<file path="config.mk">
export PLATFORM = sky130hd
export DESIGN_NAME = monotonic_run_segmenter
export DESIGN_NICKNAME = d
export VERILOG_FILES = /design/src/rtl/core/mrs_pkg.sv /design/src/rtl/core/mrs_track.sv /design/src/rtl/core/mrs_queue.sv /design/src/rtl/core/monotonic_run_segmenter.sv
export SDC_FILE = /design/constraint.sdc
export NUM_CORES = 1
export LEC_CHECK = 0
export BUFFER_PORTS_ARGS = -buffer_cell sky130_fd_sc_hd__buf_4
export CORE_ASPECT_RATIO = 1.1
export CORE_UTILIZATION = 61
export DETAILED_ROUTE_END_ITERATION = 10
export PLACE_DENSITY = 0.8
export SETUP_SLACK_MARGIN = 0.4
export SLEW_MARGIN = 10
export SYNTH_ARGS = -nofsm -noshare
export SYNTH_HDL_FRONTEND = slang
export SYNTH_SLANG_ARGS = --single-unit
</file>
<file path="constraint.sdc">
create_clock -name clk_i -period 10.1 [get_ports clk_i]
set_input_delay 0.505 -clock clk_i [delete_from_list [all_inputs] [get_ports clk_i]]
set_output_delay 0.505 -clock clk_i [all_outputs]
set_load 0.005 [all_outputs]
</file>
<file path="src/rtl/core/mrs_pkg.sv">
// Shared types, direction codes and helpers for the monotonic run segmenter.
package mrs_pkg;

  // Default saturation limit for the run count
  localparam logic [31:0] MaxRunDefault = 32'd65535;

  // Run direction codes
  localparam logic [1:0] DirNone = 2'd0;
  localparam logic [1:0] DirRise = 2'd1;
  localparam logic [1:0] DirFall = 2'd2;

  // Most result words that one sample can cause
  localparam int unsigned MaxResults = 3;

  // One result word
  typedef struct packed {
    logic signed [16:0] run_length;
    logic signed [31:0] extremum_value;
    logic               final_point;
    logic               end_of_sequence;
  } mrs_res_t;

  // Result words handed from the tracker to the output queue together
  typedef struct packed {
    logic [1:0]                    num;
    mrs_res_t [MaxResults-1:0]     res;
  } mrs_push_t;

  // Signed length of a run: positive when rising, negative when falling
  function automatic logic signed [16:0] run_len(input logic [1:0] dir,
                                                 input logic [15:0] count);
    logic signed [16:0] len;
    len = '0;
    if (dir == DirRise) begin
      len = signed'({1'b0, count});
    end else if (dir == DirFall) begin
      len = -signed'({1'b0, count});
    end
    return len;
  endfunction

endpackage

</file>
<file path="src/rtl/core/mrs_track.sv">
// Run tracker: holds the run state and forms the result words of each sample.
module mrs_track #(
  parameter logic [31:0] MaxRun = mrs_pkg::MaxRunDefault
) (
  input  logic              clk_i,
  input  logic              rst_ni,
  input  logic              acc_i,
  input  logic [31:0]       sample_i,
  input  logic              last_i,
  output mrs_pkg::mrs_push_t push_o
);
  import mrs_pkg::*;

  localparam logic [15:0] CountLimit = (MaxRun < 32'd65535) ? MaxRun[15:0] : 16'hFFFF;

  logic [31:0] prev_q;
  logic        have_prev_q;
  logic [1:0]  dir_q;
  logic [15:0] count_q;
  logic [31:0] start_q;

  logic [1:0]  dir_eff;
  logic [1:0]  step;
  logic        turn;
  logic [1:0]  dir_d;
  logic [15:0] count_d;
  logic [31:0] start_d;
  mrs_res_t    r_turn;
  mrs_res_t    r_open;
  mrs_res_t    r_fin;
  logic [1:0]  k;

  // Compare with the previous sample and advance the open run
  always_comb begin
    dir_eff = (dir_q == DirRise || dir_q == DirFall) ? dir_q : DirNone;
    if (signed'(sample_i) > signed'(prev_q)) begin
      step = DirRise;
    end else if (signed'(sample_i) < signed'(prev_q)) begin
      step = DirFall;
    end else begin
      step = DirNone;
    end
    turn    = have_prev_q && (dir_eff != DirNone) && (step != DirNone) && (step != dir_eff);
    dir_d   = dir_eff;
    count_d = count_q;
    start_d = start_q;
    if (have_prev_q) begin
      if (dir_eff == DirNone) begin
        if (step != DirNone) begin
          dir_d   = step;
          start_d = prev_q;
          count_d = 16'd2;
        end
      end else if (step == DirNone || step == dir_eff) begin
        if (count_q < CountLimit) begin
          count_d = count_q + 16'd1;
        end
      end else begin
        dir_d   = step;
        start_d = prev_q;
        count_d = 16'd2;
      end
    end
    if (count_d > CountLimit) begin
      count_d = CountLimit;
    end
  end

  // Candidate result words, packed together in order
  always_comb begin
    r_turn = '{run_length: run_len(dir_eff, count_q), extremum_value: signed'(start_q),
               final_point: 1'b0, end_of_sequence: 1'b0};
    r_open = '{run_length: run_len(dir_d, count_d), extremum_value: signed'(start_d),
               final_point: 1'b0, end_of_sequence: 1'b0};
    r_fin  = '{run_length: '0, extremum_value: signed'(sample_i),
               final_point: 1'b1, end_of_sequence: 1'b1};
    push_o.res = '0;
    k = 2'd0;
    if (turn) begin
      push_o.res[k] = r_turn;
      k = k + 2'd1;
    end
    if (last_i && dir_d != DirNone) begin
      push_o.res[k] = r_open;
      k = k + 2'd1;
    end
    if (last_i) begin
      push_o.res[k] = r_fin;
      k = k + 2'd1;
    end
    push_o.num = acc_i ? k : 2'd0;
  end

  // State update; the final sample returns the tracker to its reset state
  always_ff @(posedge clk_i or negedge rst_ni) begin
    if (!rst_ni) begin
      prev_q      <= '0;
      have_prev_q <= 1'b0;
      dir_q       <= DirNone;
      count_q     <= '0;
      start_q     <= '0;
    end else if (acc_i) begin
      if (last_i) begin
        prev_q      <= '0;
        have_prev_q <= 1'b0;
        dir_q       <= DirNone;
        count_q     <= '0;
        start_q     <= '0;
      end else begin
        prev_q      <= sample_i;
        have_prev_q <= 1'b1;
        dir_q       <= dir_d;
        count_q     <= count_d;
        start_q     <= start_d;
      end
    end
  end

  // An open run always has a previous sample behind it
  assert property (@(posedge clk_i) disable iff (!rst_ni)
    dir_q != DirNone |-> have_prev_q)
    else $error("run open without a previous sample");

  // An open run spans at least two samples and never passes the limit
  assert property (@(posedge clk_i) disable iff (!rst_ni)
    dir_q != DirNone |-> (count_q >= 16'd2 && count_q <= CountLimit))
    else $error("run count out of range");

  // The final sample leaves no previous sample behind
  assert property (@(posedge clk_i) disable iff (!rst_ni)
    acc_i && last_i |=> !have_prev_q && dir_q == DirNone)
    else $error("state not cleared after final sample");

endmodule

</file>
<file path="src/rtl/core/mrs_queue.sv">
// Output queue: four result registers, up to three written and one read per cycle.
module mrs_queue (
  input  logic               clk_i,
  input  logic               rst_ni,
  input  mrs_pkg::mrs_push_t push_i,
  output logic               room_o,
  output logic               valid_o,
  input  logic               ready_i,
  output mrs_pkg::mrs_res_t  res_o
);
  import mrs_pkg::*;

  localparam int unsigned Depth = 4;

  mrs_res_t   mem_q [Depth];
  logic [1:0] wr_q;
  logic [1:0] rd_q;
  logic [2:0] cnt_q;
  logic [2:0] cnt_d;
  logic       pop;

  assign valid_o = (cnt_q != 3'd0);
  assign pop     = valid_o && ready_i;
  assign res_o   = mem_q[rd_q];
  // Room for the largest burst a single sample can cause
  assign room_o  = (cnt_q <= 3'(Depth - MaxResults));
  assign cnt_d   = cnt_q + {1'b0, push_i.num} - {2'b00, pop};

  // Result storage
  always_ff @(posedge clk_i) begin
    for (int i = 0; i < MaxResults; i++) begin
      if (2'(i) < push_i.num) begin
        mem_q[wr_q + 2'(i)] <= push_i.res[i];
      end
    end
  end

  // Pointers and fill count
  always_ff @(posedge clk_i or negedge rst_ni) begin
    if (!rst_ni) begin
      wr_q  <= '0;
      rd_q  <= '0;
      cnt_q <= '0;
    end else begin
      wr_q  <= wr_q + push_i.num;
      rd_q  <= rd_q + {1'b0, pop};
      cnt_q <= cnt_d;
    end
  end

  // Writes never land on words still waiting
  assert property (@(posedge clk_i) disable iff (!rst_ni)
    push_i.num != 2'd0 |-> ({1'b0, cnt_q} + {2'b00, push_i.num}) <= 4'(Depth))
    else $error("result queue overflow");

  // The fill count follows the pointers
  assert property (@(posedge clk_i) disable iff (!rst_ni)
    cnt_q <= 3'(Depth) && (cnt_q[1:0] == 2'(wr_q - rd_q)))
    else $error("result queue count out of step with pointers");

endmodule

</file>
<file path="src/rtl/core/monotonic_run_segmenter.sv">
// Top level of the monotonic run segmenter: splits a sample stream into one-way runs.
//
//  channel  dir  tdata                                   side bands
//  s_axis   in   [31:0] sample                           tlast = last
//  m_axis   out  [16:0] run_length, [48:17] extremum     tuser = final_point,
//                 value, [55:49] zero                    tlast = end_of_sequence
//
// One sample is accepted every cycle while s_axis_tready is high; its results enter the
// output queue at the same edge and, if it was empty, the first can be taken in the next cycle.
// The final sample of a sequence causes up to three result words, which leave
// at one word per cycle while m_axis_tready is high; the four-word output queue
// sets when input stalls, and s_axis_tready is high while at most one word waits.
// Reset clears the run state and empties the queue.
module monotonic_run_segmenter #(
  parameter logic [31:0] MaxRun = mrs_pkg::MaxRunDefault
) (
  input  logic        clk_i,
  input  logic        rst_ni,
  input  logic        s_axis_tvalid,
  output logic        s_axis_tready,
  input  logic [31:0] s_axis_tdata,   // [31:0] sample
  input  logic        s_axis_tlast,
  output logic        m_axis_tvalid,
  input  logic        m_axis_tready,
  output logic [55:0] m_axis_tdata,   // [16:0] run_length, [48:17] extremum_value, rest zero
  output logic        m_axis_tuser,   // [0] final_point
  output logic        m_axis_tlast
);
  import mrs_pkg::*;

  logic      in_acc;
  mrs_push_t push;
  mrs_res_t  res;

  assign in_acc = s_axis_tvalid && s_axis_tready;

  // Run tracking
  mrs_track #(
    .MaxRun(MaxRun)
  ) u_track (
    .clk_i   (clk_i),
    .rst_ni  (rst_ni),
    .acc_i   (in_acc),
    .sample_i(s_axis_tdata),
    .last_i  (s_axis_tlast),
    .push_o  (push)
  );

  // Result queue
  mrs_queue u_queue (
    .clk_i  (clk_i),
    .rst_ni (rst_ni),
    .push_i (push),
    .room_o (s_axis_tready),
    .valid_o(m_axis_tvalid),
    .ready_i(m_axis_tready),
    .res_o  (res)
  );

  // Output word packing
  assign m_axis_tdata = {7'd0, res.extremum_value, res.run_length};
  assign m_axis_tuser = res.final_point;
  assign m_axis_tlast = res.end_of_sequence;

endmodule
</file>
==> results.py <==
metrics = {
    "status": {
        "status": "completed",
    },
    "yosys": {
        "synth.cell_area_mm2": 0.0185,
        "async_reset_ff_frac": 0.310,
        "syn-mean-instance-area_um2": 9.50,
        "ys_seq_area_frac": 0.447,
        "synthFlopType": "sky130_fd_sc_hd__edfxtp_1",
        "post_synth_edffs": 200,
        "synth_warnings": 0,
        "netlist_instances": 1943,
        "synth.distinct_cells": 95,
        "number_of_storage_elements_in_the_synthesis_netlist": 290,
    },
    "placed_design": {
        "placed_cells": 2272,
        "routabilityCongestion": 0.956,
        "buffer_ports.inserted": 89,
        "dp_hpwl_um": 36100,
        "post_place_worst_slack_ps": 3930,
    },
    "finish": {
        "layout.nets": 2018,
        "post_layout_nonfiller_instances": 2331,
        "final-seq-area_mm2": 0.00826,
        "fillers": 2199,
        "multiInputGateArea_mm2": 0.00944,
        "drive_gt1_frac": 0.143,
        "area_delta_synth_final_pct": 10.5,
        "diodes": 0,
    },
    "clock_network": {
        "cts_inserted_buffers": 31,
        "tritoncts_clock_tree": "built",
        "ctsHtreeMaxLevel": 1,
        "post_cts_resize_count": 0,
        "clkLatencyLatePin_ps": 580,
        "cts_num_sinks": 290,
        "clk_transition_reported_paths_ps": 60,
        "maximum_buffer_depth_of_the_clock_tree": 3,
        "clk_root_buffer_cell": "sky130_fd_sc_hd__clkbuf_16",
    },
    "grt": {
        "overflow": 0,
        "grt_start_max_net_pins": 68,
        "initial_antenna_violation_count": 0,
        "grt_pass1_wl_um": 89100,
        "number_of_global_route_vias_before_repair": 16100,
        "groute.usage.overall": 0.373,
    },
    "run": {
        "cap_violations": 0,
    },
    "sta": {
        "fmax_mhz": 163,
        "final_sum_of_negative_setup_slack_ps": 0,
        "clock_skew_ps": 25.7,
        "report.final.setup_viol": 0,
        "worst_hold_check_slack_ps": 233,
        "max_slew.worst_pin.slew_ps": 1040,
        "post-route-worst-setup-slack_ps": 3980,
        "drv_slew": 0,
        "maxSlewHeadroom": 0.308,
        "final_hold_viol_count": 0,
        "final_min_period_over_clock_period": 0.606,
        "rsz0062_at_grt": "false",
        "timing.final.crit_period_ps": 6120,
    },
    "routing": {
        "via_count": 16900,
        "drt-met1-wl_um": 21200,
        "routed_via_density": 7.24,
        "first_pass_iters": 7,
        "drt-initial-drc-count": 2294,
        "antenna_violating_nets_post_route": 0,
        "wl_met3_um": 7810,
        "finalWirelength_um": 58000,
        "post-route-drc-count": 0,
        "routed.top_layer": "met4",
        "wire_per_inst_um": 24.9,
        "met2_length_um": 26400,
    },
    "floorplanning": {
        "start_util": 0.623,
        "fp.dieW_um": 168,
        "design.portCount": 97,
        "core-area_mm2": 0.0296,
        "floorplan.rows": 66,
        "fp.dieH_um": 184,
        "dieArea_mm2": 0.0310,
    },
    "critical_path": {
        "worstSetupPathDepth": 16,
        "cpMaxStageDelayCell": "sky130_fd_sc_hd__a211oi_1",
        "worst_ep_arrival_time_ps": 6410,
        "timing.reg2reg.worst_path_depth": 16,
        "path_delay_family": "compound AO/OA/AOI/OAI gates",
        "critical_path_required_ps": 10390,
        "worst_setup_path_end_kind": "flip-flop",
        "cp-start-kind": "flip-flop",
        "crit_type": "flip-flop to flip-flop",
        "cp_cell_sequence": "inv_1 -> ha_1 -> a21oi_1 -> o21ai_0 -> a21o_1 -> o31a_2 -> nor3_2 -> o31a_1 -> inv_2 -> ha_1 -> a211oi_1 -> inv_1 -> or3_1 -> buf_4 -> o21ai_1 -> a211oi_1",
        "path_max_fanout": 31,
        "critical_path.max_stage_delay_ps": 860,
        "path_buf_inv": 4,
    },
    "worst_hold_path": {
        "worstHoldPathCells": 2,
        "hold_path_class": "primary input to flip-flop",
    },
    "pwr": {
        "power_leakage_nw": 7.85,
        "max_vdd_drop_mv": 0.217,
        "power_per_cell_area_mw_per_mm2": 285,
    },
}
## flip-flops by register name (all words and copies together) (netlist names)
name / cells
u_track.have_prev_q: 1
u_queue.rd_q: 2
u_track.dir_q: 2
u_track.start_q: 32
u_track.prev_q: 32
u_queue.wr_q: 2
u_queue.mem_q: 200
u_track.count_q: 16
u_queue.cnt_q: 3
## per-stage QoR
step / instance area (um^2) / total power [W] / util
final: 20400 / 0.00583 / 0.688
after detailed placement: 19300 / 0.00450 / 0.650
after global routing: 20400 / 0.00612 / 0.688
after global placement: 19300 / 0.00441 / 0.650
after CTS: 20400 / 0.00576 / 0.688
after floorplan: 18500 / 0.00365 / -
## power by group
part	internal [W]	leakage, nW	switching (W)
Sequential	0.00166	2.94	0.000158
Clock	0.000776	0.539	0.000480
Combinational	0.00108	4.37	0.00167
## cell families (layout without fill, tap and decap cells)
group	count (synthesis)	after routing	share of synthesized area
buf+inv	226	234	0.0490
fa+ha+maj	49	49	0.0336
mux	55	55	0.0638
compound gates	732	732	0.256
other cells	1	7	0.000203
simple gates	562	562	0.137
flops	290	290	0.447
xor+xnor	28	28	0.0133
## per-layer routing
| metal | global-route usage | vias to the layer above |
|---|---|---|
| met2 | 0.584 | 1381 |
| li1 | - | 7338 |
| met4 | 0.183 | 0 |
| met5 | 0 | - |
| met1 | 0.489 | 7900 |
| met3 | 0.0910 | 265 |
## synthesized netlist by cell type, types with 5 or more instances
library cell	number	area, um^2
sky130_fd_sc_hd__o21ai_0	210	1050
sky130_fd_sc_hd__edfxtp_1	200	6010
sky130_fd_sc_hd__nand2_1	198	743
sky130_fd_sc_hd__nor2_1	193	724
sky130_fd_sc_hd__clkbuf_1	146	548
sky130_fd_sc_hd__a21oi_1	139	696
sky130_fd_sc_hd__o22ai_1	136	851
sky130_fd_sc_hd__dfrtp_1	90	2250
sky130_fd_sc_hd__nand3_1	63	315
sky130_fd_sc_hd__inv_1	50	188
sky130_fd_sc_hd__mux4_2	50	1130
sky130_fd_sc_hd__ha_1	48	601
sky130_fd_sc_hd__a22o_1	38	333
sky130_fd_sc_hd__a22oi_1	37	278
sky130_fd_sc_hd__a21boi_0	32	240
sky130_fd_sc_hd__a41o_1	31	310
sky130_fd_sc_hd__xnor2_1	23	201
sky130_fd_sc_hd__nor3_1	22	110
sky130_fd_sc_hd__o21ai_1	22	110
sky130_fd_sc_hd__and2_1	11	68.8
sky130_fd_sc_hd__nand4_1	11	68.8
sky130_fd_sc_hd__nor4_1	11	68.8
sky130_fd_sc_hd__a211oi_1	10	75.1
sky130_fd_sc_hd__a31oi_1	10	62.6
sky130_fd_sc_hd__buf_4	10	75.1
sky130_fd_sc_hd__buf_2	9	45.0
sky130_fd_sc_hd__and3_1	8	50.1
sky130_fd_sc_hd__nand2b_1	8	50.1
sky130_fd_sc_hd__o31ai_1	7	52.6
sky130_fd_sc_hd__buf_1	6	22.5
sky130_fd_sc_hd__or3_1	5	31.3
sky130_fd_sc_hd__xor2_1	5	43.8
## worst paths after layout
| path | from | to | slack (ps) |
|---|---|---|---|
| worst min register to register | u_queue.cnt_q[0]$_DFF_PN0_ | u_queue.cnt_q[0]$_DFF_PN0_ | 500 |
| min in group asynchronous | rst_ni | u_track.count_q[8]$_DFFE_PN0P_ | 490 |
| worst max-delay path | u_track.prev_q[15]$_DFFE_PN0P_ | u_queue.mem_q[3][48]$_SDFFCE_PP0P_ | 3980 |
| worst min-delay path | s_axis_tdata[11] | u_track.prev_q[11]$_DFFE_PN0P_ | 230 |
| worst max register to register | u_track.prev_q[15]$_DFFE_PN0P_ | u_queue.mem_q[3][48]$_SDFFCE_PP0P_ | 3980 |
| max in group asynchronous | rst_ni | u_queue.rd_q[0]$_DFF_PN0_ | 8440 |
## layout by cell type (no fill, tap or decap), types with 11 or more instances in the layout
master,Yosys,final
sky130_fd_sc_hd__a41o_1,31,31
sky130_fd_sc_hd__nor3_1,22,20
sky130_fd_sc_hd__nor2_1,193,189
sky130_fd_sc_hd__mux4_2,50,50
sky130_fd_sc_hd__a22o_1,38,38
sky130_fd_sc_hd__ha_1,48,48
sky130_fd_sc_hd__inv_1,50,50
sky130_fd_sc_hd__a21oi_1,139,139
sky130_fd_sc_hd__a21boi_0,32,32
sky130_fd_sc_hd__o22ai_1,136,136
sky130_fd_sc_hd__xnor2_1,23,23
sky130_fd_sc_hd__edfxtp_1,200,200
sky130_fd_sc_hd__nand4_1,11,11
sky130_fd_sc_hd__nand2_1,198,192
sky130_fd_sc_hd__o21ai_1,22,22
sky130_fd_sc_hd__clkbuf_16,0,31
sky130_fd_sc_hd__nand3_1,63,62
sky130_fd_sc_hd__dfrtp_1,90,88
sky130_fd_sc_hd__a22oi_1,37,37
sky130_fd_sc_hd__nor4_1,11,11
sky130_fd_sc_hd__buf_4,10,121
sky130_fd_sc_hd__o21ai_0,210,208
## what timing repair did
action | CTS | global route
buffers inserted | 0 | 0
hold buffers | 1 | 0
hold endpoints to repair | 44 | 0
## layout make-up
cell class,count,share of cell area
clock inverters,18,0.0147
clock buffers,40,0.0402
flip-flops and latches,290,0.405
inverters,54,0.00993
multi-input cells,1433,0.462
repair buffers,122,0.0450
well taps,374,0.0229
(Power assumes the default switching activity.)
